==> src/sv/rau_pkg.sv <==
// Shared constants, codes and divider handshake types for the rational arithmetic unit.
package rau_pkg;

  localparam int unsigned NUM_W = 32;
  localparam int unsigned DEN_W = 31;
  localparam int unsigned OP_W  = 3;
  localparam int unsigned ST_W  = 2;

  // datapath width of the shared divider and of the working registers
  localparam int unsigned DW = 64;
  localparam int unsigned CW = $clog2(DW);

  localparam int unsigned DEF_WIDTH = 32;

  localparam logic [OP_W-1:0] OP_ADD = 3'd0;
  localparam logic [OP_W-1:0] OP_SUB = 3'd1;
  localparam logic [OP_W-1:0] OP_MUL = 3'd2;
  localparam logic [OP_W-1:0] OP_DIV = 3'd3;
  localparam logic [OP_W-1:0] OP_CMP = 3'd4;

  localparam logic [ST_W-1:0] ST_OK   = 2'd0;
  localparam logic [ST_W-1:0] ST_DIV0 = 2'd1;
  localparam logic [ST_W-1:0] ST_OVF  = 2'd2;

  // result magnitude bound never exceeds the output field range
  localparam logic [DW-1:0] LIM_CAP = 64'h0000_0000_7FFF_FFFF;

  typedef struct packed {
    logic          start;
    logic [DW-1:0] dividend;
    logic [DW-1:0] divisor;
  } div_req_t;

  typedef struct packed {
    logic          busy;
    logic          done;
    logic [DW-1:0] quo;
    logic [DW-1:0] rem;
  } div_rsp_t;

endpackage

==> src/sv/rau_mul.sv <==
// Registered 32 by 32 unsigned multiplier for the cross terms and products.
module rau_mul
  import rau_pkg::*;
(
  input  logic          clk_i,
  input  logic [31:0]   a_i,
  input  logic [31:0]   b_i,
  output logic [DW-1:0] prod_o
);

  logic [DW-1:0] prod_q;

  always_ff @(posedge clk_i) begin
    prod_q <= DW'(a_i) * DW'(b_i);
  end

  assign prod_o = prod_q;

endmodule

==> config.mk <==
export PLATFORM = sky130hd
export DESIGN_NAME = rau_mul
export DESIGN_NICKNAME = d
export VERILOG_FILES = /design/src/sv/rau_pkg.sv /design/src/sv/rau_mul.sv
export SDC_FILE = /design/constraint.sdc
export NUM_CORES = 2
export LEC_CHECK = 0
export BUFFER_PORTS_ARGS = -buffer_cell sky130_fd_sc_hd__buf_2
export CORE_MARGIN = 1
export CORE_UTILIZATION = 45
export CTS_CLUSTER_SIZE = 24
export DETAILED_ROUTE_END_ITERATION = 8
export PLACE_DENSITY = 0.57
export SETUP_SLACK_MARGIN = 0.05
export SLEW_MARGIN = 10
export SYNTH_ARGS = -nofsm -noshare
export SYNTH_HDL_FRONTEND = slang
export SYNTH_SLANG_ARGS = --single-unit
==> constraint.sdc <==
create_clock -name clk_i -period 13.1 [get_ports clk_i]
set_input_delay 1.965 -clock clk_i [delete_from_list [all_inputs] [get_ports clk_i]]
set_output_delay 1.965 -clock clk_i [all_outputs]
set_load 0.03 [all_outputs]
After elaboration in Yosys (flattened, before gate mapping). Cells that the tools add are included. W data, S select, Z words.

Output and inout bits: 64. Register bits after elaboration: 64. Logic and storage cells: 2. Bits of input ports: 65.

Multipliers: 1.

Operators with widths (count): $mul A32 B32 Y64 (1).

Longest topological paths before layout.
Depth in word-level cells: 1. Mapped depth: 29. Mapped depth without buffers: 27.

Least setup slack after synthesis. Ideal clock, no wire load.

Path kind: input-to-reg. From: input port a_i[25]. To: register prod_q[62], in the netlist prod_o[62]. Slack: 4382 ps. Buffers on the path: 2. Stages on the path: 25. Arrival: 8646 ps. Data required time: 13028 ps. Path through: clkbuf_1 nand2_1 fa_1 inv_1 fa_1 inv_1 fa_1 inv_1 fa_1 fa_1 fa_1 fa_1 inv_1 fa_1 inv_1 ha_1 buf_2 nand4_1 or4_1 or3_1 a31oi_1 a31o_2 a211oi_1 o21ai_1 xor2_1.

Word-level cells in the longest chain between the ends: 1.

RTL lines: start: declaration (line rau_mul.sv:6) `input logic [31:0] a_i,`; $mul A32 B32 Y64 (line rau_mul.sv:14) `prod_q <= DW'(a_i) * DW'(b_i);`; end signal: assignment (line rau_mul.sv:14); end: declaration (line rau_mul.sv:11) `logic [DW-1:0] prod_q;`.

No other way between the ends.

Worst setup path after layout.
From: input port b_i[23]. To: register prod_q[62], in the netlist prod_o[62].

Word-level cells in the longest chain between the ends: 1.

RTL lines: start: declaration (line rau_mul.sv:7) `input logic [31:0] b_i,`; $mul A32 B32 Y64 (line rau_mul.sv:14).

No other way between the ends.

==> results.md <==
- The run finished with clean final reports.
- The detailed-router iteration count before antenna repair is 6.
- STA classifies the critical path endpoint as a flip-flop.
- The critical path's most frequent cell is fa_1.
- The data required time at the worst endpoint is 13.37 ns.
- The min-delay analysis places its worst path in the category input pin to flip-flop.
- The number of clock sinks seen by CTS is 64.
- The mean post-synth cell area is 9.252 sq um.
- The initial antenna violation count came to 2.
- The clock tree root buffer cell is clkbuf_16.
- After synthesis, the cell types taking the most area are fa_1, and2_1, ha_1.
- Setup repair after global routing left no endpoint under its margin.
- The library cell used most frequently in the layout, excluding fill and tap cells, is fa_1.
- The number of CTS-inserted buffers is 9.
- The number of H-tree branching levels is 3.
- The maximum fanout encountered on the critical timing path is 32.
- Gates resized during post-CTS repair numbered 0.
- The chip width is 279.6 microns.
- The area growth from synthesis to layout is 4.258%.
- The share of final-layout standard cells stronger than drive strength 1 is 0.04513.
- The register bit total from synthesis is 64.
- The most used flip-flop cell after synthesis is dfxtp_1.
- The number of different library cells used by synthesis comes to 57.
- In the finished design, the share of the clock period the worst path needs comes to 0.7371.
- The number of global-route vias before repair is 26831.
- The net count of the mapped netlist is around 5000.
- In this run the deepest clock path goes through 2 buffers.
- The DRC marker count from the first detailed-route iteration is 1227.
- The cell taking the most area after synthesis is fa_1.
- The floorplan step defined a die boundary enclosing 0.07817 sq mm.
- The type of the setup path with the least slack is input pin to flip-flop.
- The count of buffering cells on the critical path with inverters included is 4.
- The worst-margin pin slew is 0.9339 ns.
- The post-synthesis instance total is about 3700.
- Walking the worst path, the cells encountered are buf_2 > nand2_1 > fa_1 > inv_1 > fa_1 > fa_1 > fa_1 > fa_1 > fa_1 > fa_1 > inv_1 > fa_1 > inv_1 > ha_1 > nand4_1 > or4_1 > or3_1 > a31oi_1 > a31o_2 > a211oi_1 > o21ai_1 > xor2_1.
- The fraction of registers with async set/reset is 0.
- The starting utilization of the core area is 0.4558.
- The final number of max-transition violations is 0.
- In the layout the commonest cells are fa_1, inv_1, and2_1, nand2_1, ha_1.
- The hold violation total from the final report is 0.
- The via count normalized by instance count is between 5 and 6.
- The post-synthesis sequential area ratio is 0.03695.
- The total half-perimeter wirelength after legalization and detailed placement is ~76 mm.
- Following the worst setup path forward leads to its endpoint at prod_o[62]$_DFF_P_.
- The critical path runs through a total of 22 cells.
- The count of pins on the block boundary is 129.
- Setup violations remaining at the end of the flow were counted as 0.
- The highest attainable clock frequency is 103.6 MHz.
- The all-layer global routing usage is 0.2602.
- Summed over all failing endpoints, the final setup total negative slack is 0 ns.
- For this run the aggregate overflow at the end of global routing stands at 0.
- The combined area of all synthesized cells is 0.03468 sq mm.
- The height of the chip is 279.6 microns.
- TritonCTS built the clock tree.
- The startpoint type of the worst setup path is an input pin.
- The share of synthesized area in the top cell type comes to 0.5173.
- The count of maximum capacitance violations is 0.
- The hold-fix buffer count after cts is 0.
- The number of vias in the routed layout is 24285.
- The sum of routed wire length over all layers is 96.29 mm.
- In this design, the largest share of critical-path delay is due to adder cells.
- The detail route stage leaves a number of antenna-violating nets equal to 0.
- Measured against its own limit, the worst slew margin works out to 0.3774.
- Once placement completed, the tool counted placed cells totaling 4692.
- At the end of the flow the core is filled with cells to 0.4752.
- The flip-flop count of the largest register, all copies and words added is 64.
- The worst setup path startpoint is b_i[23].
- The Yosys step of the flow raised 0 warnings.
- The core area is approximately 0.076 sq mm.
- The final weighted congestion of routability-driven global placement is 0.8825.
- The largest single stage delay on the critical path is between 0.6 and 0.7 ns.
- The post-CTS setup-driven buffer insertion count is 0.
- After clock tree synthesis, the clock-pin slew on the worst setup and hold paths is 0.05 ns.
- Dividing the detail-routed wire length by the instance count gives 20.45 microns.
- The number of filler cells placed in the layout is 7520.
- The count of buffers added on input and output ports is roughly 130.
- The first-pass GRT wire length is 154.6 mm.
- The slowest stage of the critical path is the buf_2 cell.
- Row generation in the floorplan step produced approximately 100 rows.
- At the worst endpoint, the arrival time is 9.93 ns.
- The pin count of the biggest net entering global routing is 33.
- At the end of the flow, the number of nets in the layout was 4897.
- The synthesized design contains 0 enable-type register cells.
- The post-layout instance count excluding filler cells is 4709.
- For this run, design rule violations remaining after detail routing come to 0.
- The shortest period the worst path allows is 9.657 ns.
-- tightest hold or removal path, cell delays in order --
cell    delay, ns
buf_2        0.09
buf_4        0.24
and2_1       0.21
-- per-layer routing --
metal / wire [microns] / up-vias / part of all wire / global-route usage
li1: - / 10687 / - / -
met1: 38000 / 12902 / 0.39 / 0.3211
met2: 51590 / 561 / 0.54 / 0.4825
met3: 3573 / 133 / 0.037 / 0.02277
met4: 3113 / 2 / 0.032 / 0.07258
met5: 11 / - / 0.00011 / 0
-- through the flow --
stage	area, sq um	hold slack, ns	worst slack, ns
after global placement	35820	2.399	3.265
final	36150	2.227	3.443
after detailed placement	35820	2.398	3.178
after CTS	36150	2.237	3.540
after floorplan	34680	2.092	4.382
after global routing	36150	2.250	3.156
-- kinds of logic (layout without fill, tap and decap cells) --
group                    Yosys count  count (layout)  share of synthesized area
multiplexers                       1               1                  0.0002887
AO/OA/AOI/OAI                    202             202                    0.04153
XOR/XNOR                          60              60                    0.01515
flip-flops                        64              64                    0.03695
AND/OR/NAND/NOR                 1177            1177                     0.1762
other                              0               1                          0
buffers and inverters           1085            1015                     0.1177
adder cells (fa/ha/maj)         1159            1159                     0.6122
-- cell usage after synthesis (all sizes together), types with 4 or more instances --
master  count
o31ai       5
a221o       4
a21oi      66
nand2     480
buf         7
nand3      10
o21ai      26
and3       14
dfxtp      64
ha        263
fa        896
xnor2      35
and2      602
nand4      23
nor2       20
inv       865
xor2       25
o21a        9
a221oi      4
clkbuf    213
nor3        7
o21bai     11
a31oi      12
a21o       40
-- area by class of cell --
| class | count | area, sq um | share of cell area |
|---|---|---|---|
| Multi-Input combinational cell | 2599 | 29310 | 0.8109 |
| Clock buffer | 12 | 256.5 | 0.007095 |
| Inverter | 865 | 3247 | 0.08981 |
| Clock inverter | 4 | 76.32 | 0.002111 |
| Antenna cell | 1 | 2.502 | 0.00006922 |
| Sequential cell | 64 | 1281 | 0.03544 |
| Tap cell | 1030 | 1289 | 0.03565 |
| Timing Repair Buffer | 134 | 685.7 | 0.01897 |
-- worst min path at each step --
stage          slack, ns  cells past startpoint           endpoint               start
6_report            2.23                      3  prod_o[0]$_DFF_P_              b_i[0]
3_5_place_dp        2.40                      1         prod_o[52]  prod_o[52]$_DFF_P_
4_1_cts             2.24                      3  prod_o[0]$_DFF_P_              b_i[0]
3_3_place_gp        2.40                      1         prod_o[47]  prod_o[47]$_DFF_P_
2_1_floorplan       2.09                      1  prod_o[0]$_DFF_P_              b_i[0]
5_1_grt             2.25                      3  prod_o[0]$_DFF_P_              b_i[0]
Power is not shown: default switching activity piles up to over one toggle a cycle in this logic, so the estimate is an artifact.
