==> config.mk <==
export PLATFORM = sky130hd
export DESIGN_NAME = rau_divmod
export DESIGN_NICKNAME = d
export VERILOG_FILES = /design/src/sv/rau_pkg.sv /design/src/sv/rau_divmod.sv
export SDC_FILE = /design/constraint.sdc
export NUM_CORES = 1
export LEC_CHECK = 0
export BUFFER_PORTS_ARGS = -buffer_cell sky130_fd_sc_hd__buf_2
export CAP_MARGIN = 25
export CORE_ASPECT_RATIO = 1.2
export CORE_MARGIN = 8
export CORE_UTILIZATION = 45
export CTS_CLUSTER_SIZE = 30
export DETAILED_ROUTE_END_ITERATION = 10
export PLACE_DENSITY_LB_ADDON = 0.05
export SLEW_MARGIN = 20
export SYNTH_ARGS = -nofsm -noshare
export SYNTH_HDL_FRONTEND = slang
export SYNTH_SLANG_ARGS = --single-unit
export TNS_END_PERCENT = 1
==> constraint.sdc <==
create_clock -name clk_i -period 17.73 [get_ports clk_i]
set_clock_uncertainty 0.1 [all_clocks]
set_input_delay 2.6595 -clock clk_i [delete_from_list [all_inputs] [get_ports clk_i]]
set_output_delay 2.6595 -clock clk_i [all_outputs]
set_load 0.01 [all_outputs]
==> src/sv/rau_pkg.sv <==
// Shared constants, codes and divider handshake types for the rational arithmetic unit.
package rau_pkg;

  localparam int unsigned NUM_W = 32;
  localparam int unsigned DEN_W = 31;
  localparam int unsigned OP_W  = 3;
  localparam int unsigned ST_W  = 2;

  // datapath width of the shared divider and of the working registers
  localparam int unsigned DW = 64;
  localparam int unsigned CW = $clog2(DW);

  localparam int unsigned DEF_WIDTH = 32;

  localparam logic [OP_W-1:0] OP_ADD = 3'd0;
  localparam logic [OP_W-1:0] OP_SUB = 3'd1;
  localparam logic [OP_W-1:0] OP_MUL = 3'd2;
  localparam logic [OP_W-1:0] OP_DIV = 3'd3;
  localparam logic [OP_W-1:0] OP_CMP = 3'd4;

  localparam logic [ST_W-1:0] ST_OK   = 2'd0;
  localparam logic [ST_W-1:0] ST_DIV0 = 2'd1;
  localparam logic [ST_W-1:0] ST_OVF  = 2'd2;

  // result magnitude bound never exceeds the output field range
  localparam logic [DW-1:0] LIM_CAP = 64'h0000_0000_7FFF_FFFF;

  typedef struct packed {
    logic          start;
    logic [DW-1:0] dividend;
    logic [DW-1:0] divisor;
  } div_req_t;

  typedef struct packed {
    logic          busy;
    logic          done;
    logic [DW-1:0] quo;
    logic [DW-1:0] rem;
  } div_rsp_t;

endpackage

==> src/sv/rau_divmod.sv <==
// Shared shift-subtract divider: aligns the divisor, then one quotient bit per cycle.
module rau_divmod
  import rau_pkg::*;
(
  input  logic     clk_i,
  input  logic     rst_ni,
  input  div_req_t div_req_i,
  output div_rsp_t div_rsp_o
);

  localparam logic [1:0] PH_IDLE  = 2'd0;
  localparam logic [1:0] PH_ALIGN = 2'd1;
  localparam logic [1:0] PH_SUB   = 2'd2;

  logic [1:0]    phase_q, phase_d;
  logic          done_q, done_d;
  logic [DW-1:0] rem_q, rem_d;
  logic [DW-1:0] dvs_q, dvs_d;
  logic [DW-1:0] den_q, den_d;
  logic [DW-1:0] quo_q, quo_d;
  logic [CW-1:0] cnt_q, cnt_d;
  logic [DW:0]   diff;
  logic [DW-1:0] dvs_dbl;

  assign diff    = {1'b0, rem_q} - {1'b0, dvs_q};
  assign dvs_dbl = {dvs_q[DW-2:0], 1'b0};

  always_comb begin
    phase_d = phase_q;
    done_d  = 1'b0;
    rem_d   = rem_q;
    dvs_d   = dvs_q;
    den_d   = den_q;
    quo_d   = quo_q;
    cnt_d   = cnt_q;
    unique case (phase_q)
      PH_IDLE: begin
        if (div_req_i.start) begin
          rem_d   = div_req_i.dividend;
          dvs_d   = div_req_i.divisor;
          den_d   = div_req_i.divisor;
          quo_d   = '0;
          cnt_d   = '0;
          phase_d = PH_ALIGN;
        end
      end
      PH_ALIGN: begin
        // grow the divisor while it still fits under the remainder
        if (!dvs_q[DW-1] && (dvs_dbl <= rem_q)) begin
          dvs_d = dvs_dbl;
          cnt_d = cnt_q + CW'(1);
        end else begin
          phase_d = PH_SUB;
        end
      end
      PH_SUB: begin
        if (!diff[DW]) begin
          rem_d = diff[DW-1:0];
          quo_d = {quo_q[DW-2:0], 1'b1};
        end else begin
          quo_d = {quo_q[DW-2:0], 1'b0};
        end
        if (cnt_q == '0) begin
          phase_d = PH_IDLE;
          done_d  = 1'b1;
        end else begin
          dvs_d = {1'b0, dvs_q[DW-1:1]};
          cnt_d = cnt_q - CW'(1);
        end
      end
      default: begin
        phase_d = PH_IDLE;
      end
    endcase
  end

  always_ff @(posedge clk_i or negedge rst_ni) begin
    if (!rst_ni) begin
      phase_q <= PH_IDLE;
      done_q  <= 1'b0;
    end else begin
      phase_q <= phase_d;
      done_q  <= done_d;
    end
  end

  always_ff @(posedge clk_i) begin
    rem_q <= rem_d;
    dvs_q <= dvs_d;
    den_q <= den_d;
    quo_q <= quo_d;
    cnt_q <= cnt_d;
  end

  assign div_rsp_o.busy = (phase_q != PH_IDLE);
  assign div_rsp_o.done = done_q;
  assign div_rsp_o.quo  = quo_q;
  assign div_rsp_o.rem  = rem_q;

  a_rem_below_den : assert property (@(posedge clk_i) disable iff (!rst_ni)
    done_q |-> (rem_q < den_q))
    else $error("divider remainder not below divisor");

  a_no_start_busy : assert property (@(posedge clk_i) disable iff (!rst_ni)
    div_req_i.start |-> (phase_q == PH_IDLE))
    else $error("divider started while busy");

endmodule

[Word-level counts from Yosys, hierarchy flattened]
Cells that the tools add are included.
Word-level totals
  input port bits: 131
  output and inout port bits: 130
  bits in registers: 201
  logic and storage cells: 49
Operators by class
  reduce and logical (&&, ||, !) cells: 11
  multiplexer cells: 20
  add/subtract/negate cells: 3
  equality and inequality tests: 8
  magnitude comparators: 1
Operators with widths (number)
  2-to-1 mux 64 bit: 6
  one-hot mux 64 bit (2 select lines): 2
  one-hot mux 64 bit (3 select lines): 1
  subtractor 64 x 64 -> 65 bit: 1
  less-or-equal comparator 64 bit: 1
  2-to-1 mux 6 bit: 3
  one-hot mux 6 bit (3 select lines): 1
  inequality test 2 bit, second input constant: 6
  adder 6 x 1 -> 6 bit, second input constant: 1
  zero test 6 bit: 1
  2-to-1 mux 2 bit: 3
  one-hot mux 2 bit (3 select lines): 1
  AND reduction 3 bit: 2
  subtractor 6 x 1 -> 6 bit, second input constant: 1
  AND reduction 4 bit: 1
  nonzero test 2 bit: 2
  2-to-1 mux 1 bit: 3
  nonzero test 3 bit: 1
  == test 2 x 1 -> 1 bit, second input constant: 1
  == test 2 bit, second input constant: 1
  zero test 2 bit: 1
  AND reduction 2 bit: 1
  logical AND 1 bit: 1
  zero test 1 bit: 1

[Logic depth before layout (Yosys ltp)]
Gate-level depths: netlist of the first run.
  depth after elaboration: 4
  gate-level depth with buffers: 12
  depth with buffers taken out: 12

[Worst setup path after synthesis of the first run]
No wires, ideal clock.
  kind: in2reg
  from: input port div_req_i[128] in the netlist's numbering
  to: register cnt_q[0], enable pin
  library setup time: 871 ps
  buffers on the path: 0
  path slack: 3144 ps
  arrival: 13615 ps
  required time: 16759 ps
  stages on the path: 2
  cells stage by stage: nor2_1 -> a2111oi_0
On the way
  longest elaborated chain between the ends: 2
RTL lines
  from (decl): RTL line rau_divmod.sv:7  | input div_req_t div_req_i,
  inequality test 2 bit (no line)
  AND reduction 4 bit (no line)
  to (signal assigned): RTL line rau_divmod.sv:92  | cnt_q <= cnt_d;
  to (decl): RTL line rau_divmod.sv:21  | logic [CW-1:0] cnt_q, cnt_d;
Every way passes these cells.
A chain may end at the register's enable or synchronous reset.

==> impl_metrics.yaml, run 1 <==
detailed_routing:
  vias_per_cell: 5.57
  drtIter0Drc: 703
  drt_pass1_iterations: 5
  wirelength_mm: 41.3
  route.detailed.drc: 0
  wire_per_inst_um: 19.3
  ant_nets: 0
  vias: 11900
sta:
  finalHoldViolations: 0
  fin_crit_ns: 4.33
  finalCritPeriodShare_pct: 24.4
  tightestPinTransition_ns: 0.967
  tns_ns: 0
  max_freq_ghz: 0.231
  setup_viol: 0
  rsz0062_at_grt: "false"
  slew_headroom_pct: 35.6
  final_max_slew_viol_count: 0
clock_network:
  cts_hold_buf: 0
  cts_buffers: 24
  clock-root-buffer: "clkbuf_16"
  htreeDepth: 1
  cts_buffer_depth: 3
  post_cts_buffers: 0
  cts_resized: 0
  cts_tree: "done"
  cts.sinks: 201
  clk_latency_ns: 0.53
  clkTransAtPathRegs_ns: 0.06
grt:
  grt_antenna_before_repair: 4
  grt_overflow: 0
  grtUsageTotal_pct: 21.4
  grt_max_degree: 89
  grt_pass1_wl_mm: 65.0
  grt_pass1_vias: 12100
worst_setup_path:
  reg2reg_depth: 12
  cp_num_buf_inv: 3
  timing.critical_path.mode_cell: "inv_1"
  cp_slowest_stage_delay_ns: 0.41
  r2r_end: "rem_q[43]"
  cp_cell_sequence: "inv_1 -> ha_4 -> inv_1 -> buf_2"
  crit_start: "phase_q[0]"
  rrSetupSlack_ns: 13.66
  cp_max_fo: 4
  crit_type: "register to output port"
  start_kind: "register"
  arrival_ns: 1.57
  critPathCaptureType: "output port"
  reg2reg_from: "dvs_q[0]"
  crit_required_ns: 14.97
  worst_path_max_delay_cell: "dfrtp_1"
  cp_top_family: "buffers and inverters"
logic_synthesis:
  synth_adder_area_share_pct: 12.1
  ys_types: 68
  muxShareOfSynthArea_pct: 3.98
  async_reset_ff_share_pct: 1.49
  synthDominantCellAreaShare_pct: 41.3
  yosys_warnings: 0
  synth_compound_area_share_pct: 19.4
  synth_top_family_by_area: "compound AO/OA/AOI/OAI gates"
  yosys.area_share.simple_pct: 13.1
  syn_area_sq_um: 14400
  ys_seq_area_share_pct: 41.8
  synth_edf_count: 198
  synth_area_leaders: "edfxtp_1 41%, ha_1 12%, a21oi_1 5.7%"
  synth_fp_nets: 1765
  avgSynthCellArea_sq_um: 9.62
  ys_top_cells_by_count: "198 x edfxtp_1, 165 x a21oi_1, 161 x inv_1"
  synthMostInstantiatedCell: "edfxtp_1"
  yosys.area.top_type: "edfxtp_1"
  synth_xor_area_share_pct: 3.59
  synthCells: 1496
  synth_top_flop_cell: "edfxtp_1"
  synth_seq_cells: 201
floorplanning:
  die_area_sq_um: 38000
  core_sq_um: 31400
  dieHeight_um: 212
  die_w_um: 179
  rows: 71
  ios: 261
  start_util_pct: 45.8
worst_hold_path:
  hp-start: "quo_q[8]"
  holdPathStages: 1
  worstHoldEndpoint: "quo_q[9]"
  hold_path_class: "register to register"
placement:
  dpl.hpwl_mm: 31.3
  io_buffers: 260
  gp_congestion: 0.876
cells_and_area:
  areaGrowthSynthToFinish_pct: 17.7
  finalNetCount: 1995
  final_layout_size_suffix_gt1_share_pct: 21.6
status:
  status: "finished clean"
job:
  maxCapViolations: 0
-- worst register-to-register path, delay by kind of cell (launching register included) --
family                   cells  cell delay (ns)
adder cells (fa/ha/maj)      2             0.63
buffers and inverters        1             0.75
AO/OA/AOI/OAI                7             1.41
flip-flops                   1             0.42
AND/OR/NAND/NOR              2             0.34
-- cells by family after synthesis --
kind of cell             Yosys count
flip-flops                       201
AO/OA/AOI/OAI                    437
buffers and inverters            227
multiplexers                      51
XOR/XNOR                          59
AND/OR/NAND/NOR                  383
adder cells (fa/ha/maj)          138
-- placed cells by master (no fill, tap or decap), types with 19 or more instances in the layout --
cell type	count
nor2_1	125
edfxtp_1	198
a22oi_1	63
and2_1	70
clkbuf_16	25
mux2_2	50
xor2_1	19
xnor2_1	40
buf_2	260
nand4_1	33
ha_1	133
a21oi_1	165
o21ai_0	49
inv_1	161
nor3_1	22
a21o_1	50
nand2_1	74
-- area by class of cell --
type	count	area, sq um
Antenna cell	1	2.50
Multi-Input combinational cell	1068	7560
Sequential cell	201	6020
Clock inverter	16	239
Inverter	161	604
Clock buffer	26	629
Timing Repair Buffer	270	1380
Tap cell	401	502
Fill cell	2975	14500
-- worst max-delay path by stage --
stage / endpoint / slack, ns / cells past startpoint
global placement: rem_q[19] / 13.39 / 5
detailed placement: rem_q[20] / 13.35 / 5
global route: div_rsp_o[129] / 13.33 / 4
floorplan: cnt_q[0] / 3.14 / 2
finish: div_rsp_o[129] / 13.40 / 4
CTS: div_rsp_o[129] / 13.36 / 4
-- metrics by stage --
stage	hold slack, ns	utilization (%)	instance area, sq um	instances	setup WS (ns)
4_1_cts	0.454	53.8	16900	2143	13.36
3_3_place_gp	0.429	51.1	16100	2101	13.39
6_report	0.448	53.8	16900	2144	13.40
2_1_floorplan	0.434	-	14400	1496	3.14
3_5_place_dp	0.434	51.1	16100	2101	13.35
5_1_grt	0.467	53.8	16900	2143	13.33
-- per-layer routing --
| metal | global-route usage [%] | vias to the layer above | part of all wire, % |
|---|---|---|---|
| li1 | - | 5902 | - |
| met1 | 27.5 | 5608 | 43 |
| met4 | 5.81 | 8 | 2.3 |
| met5 | 0 | - | 0.12 |
| met3 | 5.63 | 69 | 8.0 |
| met2 | 35.1 | 346 | 46 |
-- flip-flops by register name, summed over array words and instances (netlist names) --
signal and count:
cnt_q 6, done_q 1, dvs_q 64, phase_q 2
quo_q 64, rem_q 64
Power of run 1 is not shown: default switching activity piles up to over one toggle a cycle in this logic, so the estimate is an artifact.
==> inputs of run 2 (changes only) <==
Settings changed: ABC_AREA set to 1.
Clock period 17.73 ns to 4.3 ns, I/O delays scaled along.
==> impl_metrics.yaml, run 2 <==
clock_network:
  cts_buffer_depth: 3
  htreeDepth: 1
  cts_resized: 0
  clk_latency_ns: 0.54
  cts_buffers: 22
  clock-root-buffer: "clkbuf_16"
  clkTransAtPathRegs_ns: 0.06
  cts_tree: "done"
  cts.sinks: 201
status:
  status: "finished clean"
worst_hold_path:
  hold_path_class: "input pin to register"
floorplanning:
  dieHeight_um: 218
  rows: 74
  die_w_um: 185
  core_sq_um: 33900
  ios: 261
  start_util_pct: 45.3
  die_area_sq_um: 40300
grt:
  grt_max_degree: 68
  grtUsageTotal_pct: 24.7
  grt_overflow: 0
  grt_pass1_wl_mm: 78.6
  grt_antenna_before_repair: 0
  grt_pass1_vias: 14700
cells_and_area:
  finalNetCount: 2552
  final_layout_size_suffix_gt1_share_pct: 16.2
  mostFrequentLayoutCells: "551 x nand2_1, 372 x inv_1, 260 x buf_2"
  top_regs: "dvs_q (64), quo_q (64), rem_q (64)"
  final_common_cell: "nand2_1"
  areaGrowthSynthToFinish_pct: 16.7
  antenna_cells: 0
worst_setup_path:
  rrSetupSlack_ns: 0.88
  cp-endpoint: "dvs_q[18]"
  crit_start: "rem_q[35]"
  reg2reg_depth: 13
  timing.critical_path.mode_cell: "nand2_1"
  r2r_end: "dvs_q[18]"
  worst_path_max_delay_cell: "nor3_1"
  cp_max_fo: 64
  reg2reg_from: "rem_q[35]"
  crit_required_ns: 4.38
  start_kind: "register"
  arrival_ns: 3.51
  crit_type: "register to register"
  cp_cell_sequence: "inv_1 -> ha_1 -> nand2_1 -> nor2_1 -> nand2_1 -> nor3_1 -> nand2_1 -> nor2_1 -> nand2_1 -> nand2_1 -> nand2_1 -> a21boi_4 -> buf_12"
  cp_slowest_stage_delay_ns: 0.55
  critPathCaptureType: "register"
sta:
  max_freq_ghz: 0.292
  finalHoldViolations: 0
  finalCritPeriodShare_pct: 79.6
  rsz0062_at_grt: "false"
  fin_crit_ns: 3.42
  tns_ns: 0
  tightestPinTransition_ns: 0.971
  slew_headroom_pct: 35.2
  hold_slack_ns: 0.277
  setup_viol: 0
  setup_ws_ns: 0.875
  final_max_slew_viol_count: 0
logic_synthesis:
  avgSynthCellArea_sq_um: 7.57
  synth_area_leaders: "edfxtp_1 39%, nand2_1 14%, ha_1 11%"
  synthMostInstantiatedCell: "nand2_1"
  yosys.area.top_type: "edfxtp_1"
  synthCells: 2030
  ys_types: 42
  synthDominantCellAreaShare_pct: 38.7
  async_reset_ff_share_pct: 1.49
  synth_fp_nets: 2299
  ys_seq_area_share_pct: 39.2
  yosys_warnings: 0
  syn_area_sq_um: 15400
  synth_edf_count: 198
  ys_top_cells_by_count: "553 x nand2_1, 374 x inv_1, 198 x edfxtp_1"
  synth_seq_cells: 201
  synth_top_flop_cell: "edfxtp_1"
detailed_routing:
  vias_per_cell: 5.13
  ant_nets: 0
  wire_per_inst_um: 18.3
  route.detailed.drc: 0
  wirelength_mm: 50.5
  drt_pass1_iterations: 5
  vias: 14100
  drtIter0Drc: 789
placement:
  dpl.hpwl_mm: 41.2
  io_buffers: 260
  place_ws_ns: 0.949
  gp_congestion: 0.969
job:
  maxCapViolations: 0
run 2: cell types whose count changed after synthesis, sizes merged, moves of 63 or more:
cell   previous run  this run
nor2            125       192
and2             70         0
inv             161       390
nand2            74       569
nand3            14        98
a22oi            63         0
run 2: timing repair:
action,in CTS,in global routing
hold endpoints to repair,3,0
setup buffers,0,0
hold buffers,1,0
run 2: worst max-delay path, delay by kind of cell (launching register included):
| family | cells | cell delay, ns |
|---|---|---|
| AOI/OAI and AO/OA | 1 | 0.29 |
| adders and majority gates | 1 | 0.30 |
| buffers and inverters | 2 | 0.43 |
| DFF | 1 | 0.37 |
| and+or+nand+nor | 9 | 1.49 |
run 2: layout make-up:
class | count | area [sq um]
Inverter | 390 | 1460
Fill cell | 3493 | 16000
Tap cell | 456 | 571
Clock buffer | 24 | 558
Clock inverter | 16 | 171
Timing Repair Buffer | 271 | 1400
Sequential cell | 201 | 6020
Multi-Input combinational cell | 1397 | 7750
run 2: how the worst min path moves through the flow:
stage,from,cells past startpoint,end,slack [ns]
6_report,div_req_i[121],3,rem_q[57],0.28
3_5_place_dp,rst_ni,1,done_q,0.34
5_1_grt,div_req_i[121],3,rem_q[57],0.28
4_1_cts,div_req_i[122],3,rem_q[58],0.26
2_1_floorplan,rst_ni,0,done_q,0.25
3_3_place_gp,rst_ni,1,done_q,0.34
run 2: cell families (layout without fill, tap and decap cells):
kind of cell | after synthesis | in the layout | share of synthesized area, %
buffers and inverters | 432 | 701 | 10.6
AO/OA/AOI/OAI | 318 | 318 | 12.6
adder cells (fa/ha/maj) | 138 | 138 | 11.3
flip-flops | 201 | 201 | 39.2
XOR/XNOR | 22 | 22 | 1.25
AND/OR/NAND/NOR | 919 | 919 | 25.0
run 2: per-layer routing:
layer | track usage (%) | up-vias | part of all wire (%) | routed length, um
li1 | - | 7170 | - | -
met1 | 29.3 | 6576 | 42 | 21300
met2 | 45.4 | 323 | 50 | 25400
met3 | 4.02 | 60 | 5.2 | 2640
met4 | 6.62 | 0 | 2.4 | 1200
met5 | 0 | - | 0 | 0
run 2: stage by stage:
stage | std cells | utilization, % | area (sq um)
detailed placement | 2714 | 50.7 | 17200
floorplan | 2030 | - | 15400
global placement | 2714 | 50.7 | 17200
CTS | 2755 | 52.9 | 17900
finish | 2755 | 52.9 | 17900
global route | 2755 | 52.9 | 17900
Power of run 2 is left out for the same reason.
